## config.mk

```make
export PLATFORM = sky130hd
export DESIGN_NAME = top_k_largest_tracker
export DESIGN_NICKNAME = d
export VERILOG_FILES = /design/src/rtl/core/tkl_pkg.sv /design/src/rtl/core/tkl_cell.sv /design/src/rtl/core/top_k_largest_tracker.sv
export VERILOG_INCLUDE_DIRS = /design/src /design/src/rtl/core
export SDC_FILE = /design/constraint.sdc
export NUM_CORES = 2
export LEC_CHECK = 0
export BUFFER_PORTS_ARGS = -buffer_cell sky130_fd_sc_hd__buf_2
export CORE_MARGIN = 2
export CORE_UTILIZATION = 64
export DETAILED_ROUTE_END_ITERATION = 7
export GPL_TIMING_DRIVEN = 1
export PLACE_DENSITY = 0.88
export SETUP_SLACK_MARGIN = 0.4
export SLEW_MARGIN = 20
export SYNTH_ARGS = -nofsm -noshare
export SYNTH_HDL_FRONTEND = slang
export SYNTH_SLANG_ARGS = --single-unit
```

## constraint.sdc

```tcl
create_clock -name clk -period 4.02 [get_ports clk]
set_clock_uncertainty 0.2 [all_clocks]
set_input_delay 0.201 -clock clk [delete_from_list [all_inputs] [get_ports clk]]
set_output_delay 0.201 -clock clk [all_outputs]
set_load 0.01 [all_outputs]
```

## src/rtl/core/assert_macros.svh

```systemverilog
// Assertion macros shared by the tracker RTL.
`ifndef ASSERT_MACROS_SVH
`define ASSERT_MACROS_SVH
`ifndef SYNTHESIS
`define TKL_ASSERT(label, prop) \
	label: assert property (@(posedge clk) disable iff (!arst_n) (prop)) \
		else $error("tracker assertion failed");
`define TKL_ASSERT_IMPL(label, ante, cons) \
	label: assert property (@(posedge clk) disable iff (!arst_n) (ante) |-> (cons)) \
		else $error("tracker implication failed");
`else
`define TKL_ASSERT(label, prop)
`define TKL_ASSERT_IMPL(label, ante, cons)
`endif
`endif

```

## src/rtl/core/tkl_pkg.sv

```systemverilog
// Constants shared by the top-K tracker files.
package tkl_pkg;
	localparam int FIELD_BITS = 48;
	localparam int RANK_BITS  = 4;
	localparam logic OP_INSERT = 1'b0;
	localparam logic OP_READ   = 1'b1;
endpackage

```

## src/rtl/core/tkl_cell.sv

```systemverilog
// One slot of the sorted list: holds a size and address pair.
`include "assert_macros.svh"
module tkl_cell #(
	parameter int W = 48
) (
	input  logic         clk,
	input  logic         arst_n,
	input  logic         insert_en,
	input  logic [W-1:0] new_size,
	input  logic [W-1:0] new_addr,
	input  logic         prev_less,
	input  logic [W-1:0] prev_size,
	input  logic [W-1:0] prev_addr,
	output logic         less,
	output logic [W-1:0] size,
	output logic [W-1:0] addr
);
	import tkl_pkg::*;

	logic [W-1:0] size_q;
	logic [W-1:0] addr_q;

	assign less = new_size > size_q;
	assign size = size_q;
	assign addr = addr_q;

	// the new pair lands in the first smaller slot; slots after it take their neighbour
	always_ff @(posedge clk or negedge arst_n) begin
		if (!arst_n) begin
			size_q <= '0;
			addr_q <= '0;
		end else if (insert_en && less) begin
			if (prev_less) begin
				size_q <= prev_size;
				addr_q <= prev_addr;
			end else begin
				size_q <= new_size;
				addr_q <= new_addr;
			end
		end
	end

	`TKL_ASSERT(a_sorted, prev_size >= size_q)
	`TKL_ASSERT_IMPL(a_less_chain, prev_less, less)
	`TKL_ASSERT_IMPL(a_hold_idle, !insert_en, ##1 $stable(size_q))
endmodule

```

## src/rtl/core/top_k_largest_tracker.sv

```systemverilog
// Top level of the top-K largest tracker: cell chain and result register.
// Usage:
//   Input channel (in_valid / in_stall) carries one beat per operation:
//   op selects insert (block_size, block_address) or read (rank).
//   Output channel (out_valid / out_stall) returns exactly one beat per
//   input beat: accepted and placed_rank for inserts, entry_size and
//   entry_address for reads; the unused fields read as zero.
//   The result is registered and shows in the cycle after its beat is taken.
//   Throughput is one beat per cycle while the receiver does not stall,
//   set by the single compare and shift step all cells make in parallel.
//   The list is kept sorted by descending size; an insert enters only if
//   it is strictly larger than the last slot, goes after equal sizes and
//   pushes the last slot out. A read at a rank beyond the list gives zero.
//   Reset clears every slot to size 0, address 0 (empty) and drops any
//   pending result; no clearing pass is needed.
//   While the receiver stalls a held result, in_stall is raised and the
//   list does not change; the result stays on the output unchanged.
`include "assert_macros.svh"
module top_k_largest_tracker #(
	parameter int LIST_DEPTH = 16,
	parameter int VALUE_BITS = 48
) (
	input  logic                           clk,
	input  logic                           arst_n,
	input  logic                           in_valid,
	output logic                           in_stall,
	input  logic                           op,
	input  logic [tkl_pkg::FIELD_BITS-1:0] block_size,
	input  logic [tkl_pkg::FIELD_BITS-1:0] block_address,
	input  logic [tkl_pkg::RANK_BITS-1:0]  rank,
	output logic                           out_valid,
	input  logic                           out_stall,
	output logic                           accepted,
	output logic [tkl_pkg::RANK_BITS-1:0]  placed_rank,
	output logic [tkl_pkg::FIELD_BITS-1:0] entry_size,
	output logic [tkl_pkg::FIELD_BITS-1:0] entry_address
);
	import tkl_pkg::*;

	localparam int IDX_BITS = $clog2(LIST_DEPTH);

	logic                  take;
	logic                  insert_en;
	logic [VALUE_BITS-1:0] new_size;
	logic [VALUE_BITS-1:0] new_addr;
	logic [LIST_DEPTH-1:0] less_w;
	logic [VALUE_BITS-1:0] size_w [LIST_DEPTH];
	logic [VALUE_BITS-1:0] addr_w [LIST_DEPTH];
	logic [IDX_BITS-1:0]   pos;
	logic [IDX_BITS-1:0]   sel;
	logic                  in_range;

	logic                  out_valid_q;
	logic                  accepted_q;
	logic [RANK_BITS-1:0]  placed_rank_q;
	logic [FIELD_BITS-1:0] entry_size_q;
	logic [FIELD_BITS-1:0] entry_address_q;

	assign in_stall  = out_valid_q && out_stall;
	assign take      = in_valid && !in_stall;
	assign insert_en = take && (op == OP_INSERT);
	assign new_size  = VALUE_BITS'(block_size);
	assign new_addr  = VALUE_BITS'(block_address);

	for (genvar i = 0; i < LIST_DEPTH; i++) begin : g_cell
		if (i == 0) begin : g_head
			tkl_cell #(.W(VALUE_BITS)) u_cell (
				.clk       (clk),
				.arst_n    (arst_n),
				.insert_en (insert_en),
				.new_size  (new_size),
				.new_addr  (new_addr),
				.prev_less (1'b0),
				.prev_size ({VALUE_BITS{1'b1}}),
				.prev_addr ('0),
				.less      (less_w[i]),
				.size      (size_w[i]),
				.addr      (addr_w[i])
			);
		end else begin : g_body
			tkl_cell #(.W(VALUE_BITS)) u_cell (
				.clk       (clk),
				.arst_n    (arst_n),
				.insert_en (insert_en),
				.new_size  (new_size),
				.new_addr  (new_addr),
				.prev_less (less_w[i-1]),
				.prev_size (size_w[i-1]),
				.prev_addr (addr_w[i-1]),
				.less      (less_w[i]),
				.size      (size_w[i]),
				.addr      (addr_w[i])
			);
		end
	end

	// first slot that the new size beats
	always_comb begin
		pos = '0;
		for (int i = LIST_DEPTH - 1; i >= 0; i--) begin
			if (less_w[i]) pos = IDX_BITS'(i);
		end
	end

	assign in_range = 32'(rank) < LIST_DEPTH;
	assign sel      = IDX_BITS'(rank);

	always_ff @(posedge clk or negedge arst_n) begin
		if (!arst_n) begin
			out_valid_q <= 1'b0;
		end else if (take) begin
			out_valid_q <= 1'b1;
		end else if (!out_stall) begin
			out_valid_q <= 1'b0;
		end
	end

	always_ff @(posedge clk) begin
		if (take) begin
			accepted_q      <= 1'b0;
			placed_rank_q   <= '0;
			entry_size_q    <= '0;
			entry_address_q <= '0;
			if (op == OP_INSERT) begin
				if (less_w[LIST_DEPTH-1]) begin
					accepted_q    <= 1'b1;
					placed_rank_q <= RANK_BITS'(pos);
				end
			end else if (in_range) begin
				entry_size_q    <= FIELD_BITS'(size_w[sel]);
				entry_address_q <= FIELD_BITS'(addr_w[sel]);
			end
		end
	end

	assign out_valid     = out_valid_q;
	assign accepted      = accepted_q;
	assign placed_rank   = placed_rank_q;
	assign entry_size    = entry_size_q;
	assign entry_address = entry_address_q;

	`TKL_ASSERT_IMPL(a_stall_needs_result, in_stall, out_valid_q)
	`TKL_ASSERT_IMPL(a_take_gives_result, take, ##1 out_valid_q)
	`TKL_ASSERT_IMPL(a_insert_no_entry, out_valid_q && accepted_q,
		entry_size_q == '0 && entry_address_q == '0)
endmodule

```

==> summary.txt, run 1 <==
Logic synthesis
  – Cell Area, Synth: 0.103 mm²
  – Post-synth top area cell: dfrtp_1
  – List of most frequent post-synthesis cells: dfrtp_1 (1537), a21oi_1 (1335), nor2_1 (1248)
  – Register bit count reported by yosys: 1638
  – Post-synthesis net count: 11413
  – Syn avg cell area: a little under 10 µm²
  – Ys async rst share: 0.938
  – Post-synth top flop: dfrtp_1
  – Yosys top cell area share: 0.372
  – Count leader, synth: dfrtp_1
  – Netlist cell types: 70
  – Synth Instances: between 10000 and 15000
  – Post-synthesis sequential area ratio: 0.401
  – Total number of yosys warnings: 0
  – Number of synthesized flops with an enable pin: 101
  – Area contributors post-synth: dfrtp_1 (37%), mux2i_1 (11%), mux4_2 (10%), ha_1 (9.3%), a21oi_1 (6.5%)

Placement
  – Placement Cell Area: between 0.1 and 0.15 mm²
  – Post-DP HPWL: 241000 µm
  – Placed insts: approximately 13000
  – Pre-CTS setup slack: -0.497 ns
  – GPL Wtd Cong: 1.00
  – Total of buffers placed on input and output ports: around 210

Outcome
  – Status: did not finish
  – Stopped at: global routing (5_1_grt)
  – Halt Reason: [ERROR GRT-0232] Routing congestion too high. Check the congestion heatmap in the GUI.

Global route
  – Remaining global-route overflow: 9
  – All-Layer GR Usage: 0.695
  – Largest net degree at the start of global routing: 119

Floorplan
  – Die width: approximately 410 µm
  – Die Y: 406 µm
  – Initial core utilization: 0.644
  – Ports: 208
  – Rows: 147

CTS
  – H-tree depth: 4
  – Num CTS Buffers: 177
  – Number of buffers on the longest clock path: 3
  – Clk Tree Root Cell: clkbuf_16
  – Clock Sinks: 1638

STA
  – GRT repair_timing worst endpoint: placed_rank[0]$_SDFFCE_PP0P_/D
  – Worst endpoint type: sequential cell input
[timing repair]
item | 4_1_cts
cloned | 51
hold endpoints to repair | 2471
gates resized for setup | 289
buffers inserted | 105
hold buffers | 114
setup endpoints to repair | 1504
pin swaps | 75
[routing by layer]
layer / GRT overflow / GRT usage
met5: 0 / 0.394
met4: 6 / 0.653
met3: 1 / 0.588
met2: 1 / 0.822
met1: 1 / 0.698
[cell families after synthesis]
kind of cell    Yosys count  share of synthesized area
simple gates           2564                      0.103
compound gates         2416                      0.126
flops                  1638                      0.401
mux                    1634                      0.218
buf+inv                1520                     0.0592
fa+ha+maj               768                     0.0929
[metrics by stage]
stage / setup TNS [ns] / util
after floorplan: 0 / -
after detailed placement: -184.57 / 0.693
after global placement: -176.68 / 0.693
after CTS: 0 / 0.762
==> run 2, diff against run 1 <==
- CORE_UTILIZATION: 64 -> 40
- PLACE_DENSITY: 0.88 -> default
- PLACE_DENSITY_LB_ADDON: default -> 0.15
- SETUP_SLACK_MARGIN: 0.4 -> default
==> run 2 against run 1 <==
- the run now ends clean
- synthesized cell count stayed put
- synthesized area unchanged
==> summary.txt, run 2 <==
Outcome
  – Status: finished, final reports clean

Logic synthesis
  – Post-synth top area cell: dfrtp_1
  – Number of synthesized flops with an enable pin: 101 (unchanged)
  – Largest family of logic cells by synthesized area: multiplexers
  – Post-synthesis net count: 11413 (unchanged)
  – Post-synth top flop: dfrtp_1
  – Register bit count reported by yosys: 1638 (unchanged)
  – Post-synthesis sequential area ratio: 0.401 (unchanged)
  – Multiplexer share of the synthesized area: 0.218 (unchanged)
  – Post-synthesis compound-gate area fraction: 0.126 (unchanged)
  – Ys async rst share: 0.938 (unchanged)
  – List of most frequent post-synthesis cells: dfrtp_1 (1537), a21oi_1 (1335), nor2_1 (1248)
  – Synth Instances: 10540 (unchanged)
  – Cell Area, Synth: 0.103 mm² (unchanged)
  – Post-Synth Adder-Cell Area: 0.0929 (unchanged)
  – Total number of yosys warnings: 0 (unchanged)
  – Netlist cell types: 70 (unchanged)
  – Count leader, synth: dfrtp_1
  – Area contributors post-synth: dfrtp_1 (37%), mux2i_1 (11%), mux4_2 (10%), ha_1 (9.3%), a21oi_1 (6.5%)
  – Syn avg cell area: 9.82 µm² (unchanged)
  – Synth Area in Simple Gates: 0.103 (unchanged)
  – Xor and xnor fraction of the mapped netlist area: 0 (unchanged)
  – Yosys top cell area share: 0.372 (unchanged)

Global route
  – Vias in the first global route: 82349
  – Initial antenna violation count: 24
  – Global-route wire length before repair: 545000 µm
  – Remaining global-route overflow: 0
  – All-Layer GR Usage: 0.273
  – Largest net degree at the start of global routing: 144

Floorplan
  – Ports: 208 (unchanged)
  – DIE AREA: around 0.26 mm²
  – Die Y: 513 µm (+26%)
  – Die width: 513 µm (+26%)
  – Initial core utilization: 0.403 (-0.242)
  – Core area: approximately 0.26 mm²
  – Rows: 186 (+27%)

STA
  – Final min period: just under 4 ns
  – Final Hold Viols: 0
  – Final worst slack: 0.0472 ns
  – Slew Limit Fails: 0
  – Highest clock rate: around 250 MHz
  – Final setup viols: 0
  – Max-slew headroom: 0.324
  – Worst slew pin tran: 1.01 ns
  – Final worst path period share: 0.988

CTS
  – H-tree depth: 4 (unchanged)
  – Number of buffers on the longest clock path: 4 (+1)
  – CTS tree: done
  – Skew-Pair Late Insertion Delay: between 0.9 and 1 ns
  – Clock Sinks: 1638 (unchanged)
  – Clk slew on worst S/H paths: about 0.07 ns
  – Clk Tree Root Cell: clkbuf_16
  – Num CTS Buffers: 203 (+15%)

Cells and area
  – Commonest non-fill, non-tap cells in the layout: dfrtp_1 (1536), a21oi_1 (1331), nor2_1 (1241)
  – Share of cells above drive strength 1: 0.165
  – Area added between synthesis and finish: 18.2%
  – Post-Layout Cell Count: 14595
  – Commonest non-fill, non-tap cell in the layout: dfrtp_1
  – Final net count: approximately 12000

Routing
  – TritonRoute pass-1 iters: 6
  – Avg WL per Cell: 25.2 µm
  – Post-Route WL: 367000 µm
  – # DRC: 0
  – Via count: 82841
  – Post-route ant nets: 0
  – Initial DRC count: 6644
  – DR vias/cell: 5.68

Placement
  – Placed insts: 14096 (+10%)
  – Pre-CTS setup slack: -0.825 ns (-0.328 ns)
  – Total of buffers placed on input and output ports: 207 (unchanged)
  – GPL Wtd Cong: 0.912 (-8.8%)
  – Post-DP HPWL: 260000 µm (+7.8%)

Setup path
  – CP dominant cell by count: buf_4
  – Cells along the critical path: inv_1, ha_1, nand4_1, buf_6, nor4_4, buf_4, nor3b_4, o221ai_2, buf_4, nand4_1, buf_4, nand3_1, a31o_4, or2_4, buf_4, buf_16, nand2_1, o21ai_1
  – Crit Path Category: register to register
  – Crit path largest cell delay: around 0.34 ns
  – CP arrival: 4.53 ns
  – Max stage delay cell, worst path: dfrtp_1
  – Critical Path Start Type: register
  – Critical path peak fanout: 34
  – Critical Path RT: 4.58 ns
  – CP Capture Type: register

Power and ir drop
  – Sw Pwr: 40.5 mW
  – Clock network power share: 0.201
  – Leakage power total: 56.6 nW
  – Pwr Total: 97.4 mW
  – Int Pwr: 56.9 mW
  – PwrDens: 796 mW/mm²
  – Sequential Power Share: 0.312
  – Comb pwr share: 0.488
  – Net Sw Frac: 0.415
  – VDD IR max: 0.000572 V

Flow run
  – Max cap viols: 0

Min path
  – Hold WC Path Type: input port to asynchronous set/reset pin
==> run 2: cell counts after synthesis <==
Identical to the previous run, type by type.
==> run 2: final cells by class <==
type                            instances  area [µm²]
Fill cell                           24001      135000
Multi-Input combinational cell       7382       56200
Sequential cell                      1638       41500
Timing Repair Buffer                 1037       10500
Clock buffer                          271        5750
Tap cell                             3384        4230
Inverter                              775        2910
Clock inverter                         97        1190
Antenna cell                           11        27.5
==> run 2: final timing paths <==
path                       slack [ns]                                       endpoint                                    startpoint  depth (start not counted)
min in group clk                 0.08   g_cell[14].g_body.u_cell.size[1]$_DFFE_PN0P_                                 block_size[1]                          4
hold / removal                   0.03    g_cell[7].g_body.u_cell.size[8]$_DFFE_PN0P_                                        arst_n                          3
setup / recovery                 0.05   g_cell[7].g_body.u_cell.addr[33]$_DFFE_PN0P_  g_cell[7].g_body.u_cell.size[19]$_DFFE_PN0P_                         18
setup reg to reg                 0.05   g_cell[7].g_body.u_cell.addr[33]$_DFFE_PN0P_  g_cell[7].g_body.u_cell.size[19]$_DFFE_PN0P_                         18
max in group asynchronous        2.63  g_cell[13].g_body.u_cell.size[32]$_DFFE_PN0P_                                        arst_n                          3
hold reg to reg                  0.30    g_cell[4].g_body.u_cell.addr[3]$_DFFE_PN0P_   g_cell[4].g_body.u_cell.addr[3]$_DFFE_PN0P_                          2
==> run 2: kinds of logic after synthesis <==
logic type                 Yosys count
AOI/OAI and AO/OA                 2416
buffers and inverters             1520
and+or+nand+nor                   2564
DFF                               1638
muxes                             1634
adders and majority gates          768
==> run 2: through the flow <==
| step | utilization | setup TNS (ns) | hold WS (ns) | cell area [µm²] |
|---|---|---|---|---|
| finish | 0.476 | 0 | 0.0293 | 122000 |
| global route | 0.476 | -0.782 | 0.0445 | 122000 |
| CTS | 0.474 | 0 | 0.0223 | 122000 |
| detailed placement | 0.443 | -158.37 | 0.0364 | 114000 |
| global placement | 0.443 | -139.06 | 0.0246 | 114000 |
| floorplan | - | 0 | -0.295 | 103000 |
==> run 2: repair_timing <==
action | CTS | global route
setup endpoints to repair | 463 | 531
pin swaps | 2 | 12
gates resized for setup | 8 | 36
hold buffers | 104 | 0
buffers inserted | 2 | 6
hold endpoints to repair | 2924 | 0
cloned | 0 | 8
==> run 2: worst max-delay path, delay by kind of cell, from the launching register on <==
kind | cells | cell delay [ns]
adder cells (fa/ha/maj) | 1 | 0.31
AND/OR/NAND/NOR | 7 | 1.37
AO/OA/AOI/OAI | 3 | 0.54
buffers and inverters | 7 | 1.06
flip-flops | 1 | 0.34
==> run 2: layer usage <==
layer,track usage,up-vias,part of all wire
met5,0,-,0.00032
met1,0.372,41529,0.44
met4,0.106,18,0.043
li1,-,38336,-
met3,0.0312,597,0.052
met2,0.446,2361,0.47
==> run 2: power by group through the flow <==
stage	Combinational, mW	Sequential, mW	Clock (mW)
final	47.5	30.4	19.5
after global routing	51.9	31.4	20.5
after CTS	47.2	30.3	19.9
after detailed placement	46.9	30.5	0
after global placement	45.9	30.2	0
after floorplan	30.5	28.4	0
Note: power is estimated with default switching activity, not from simulation.
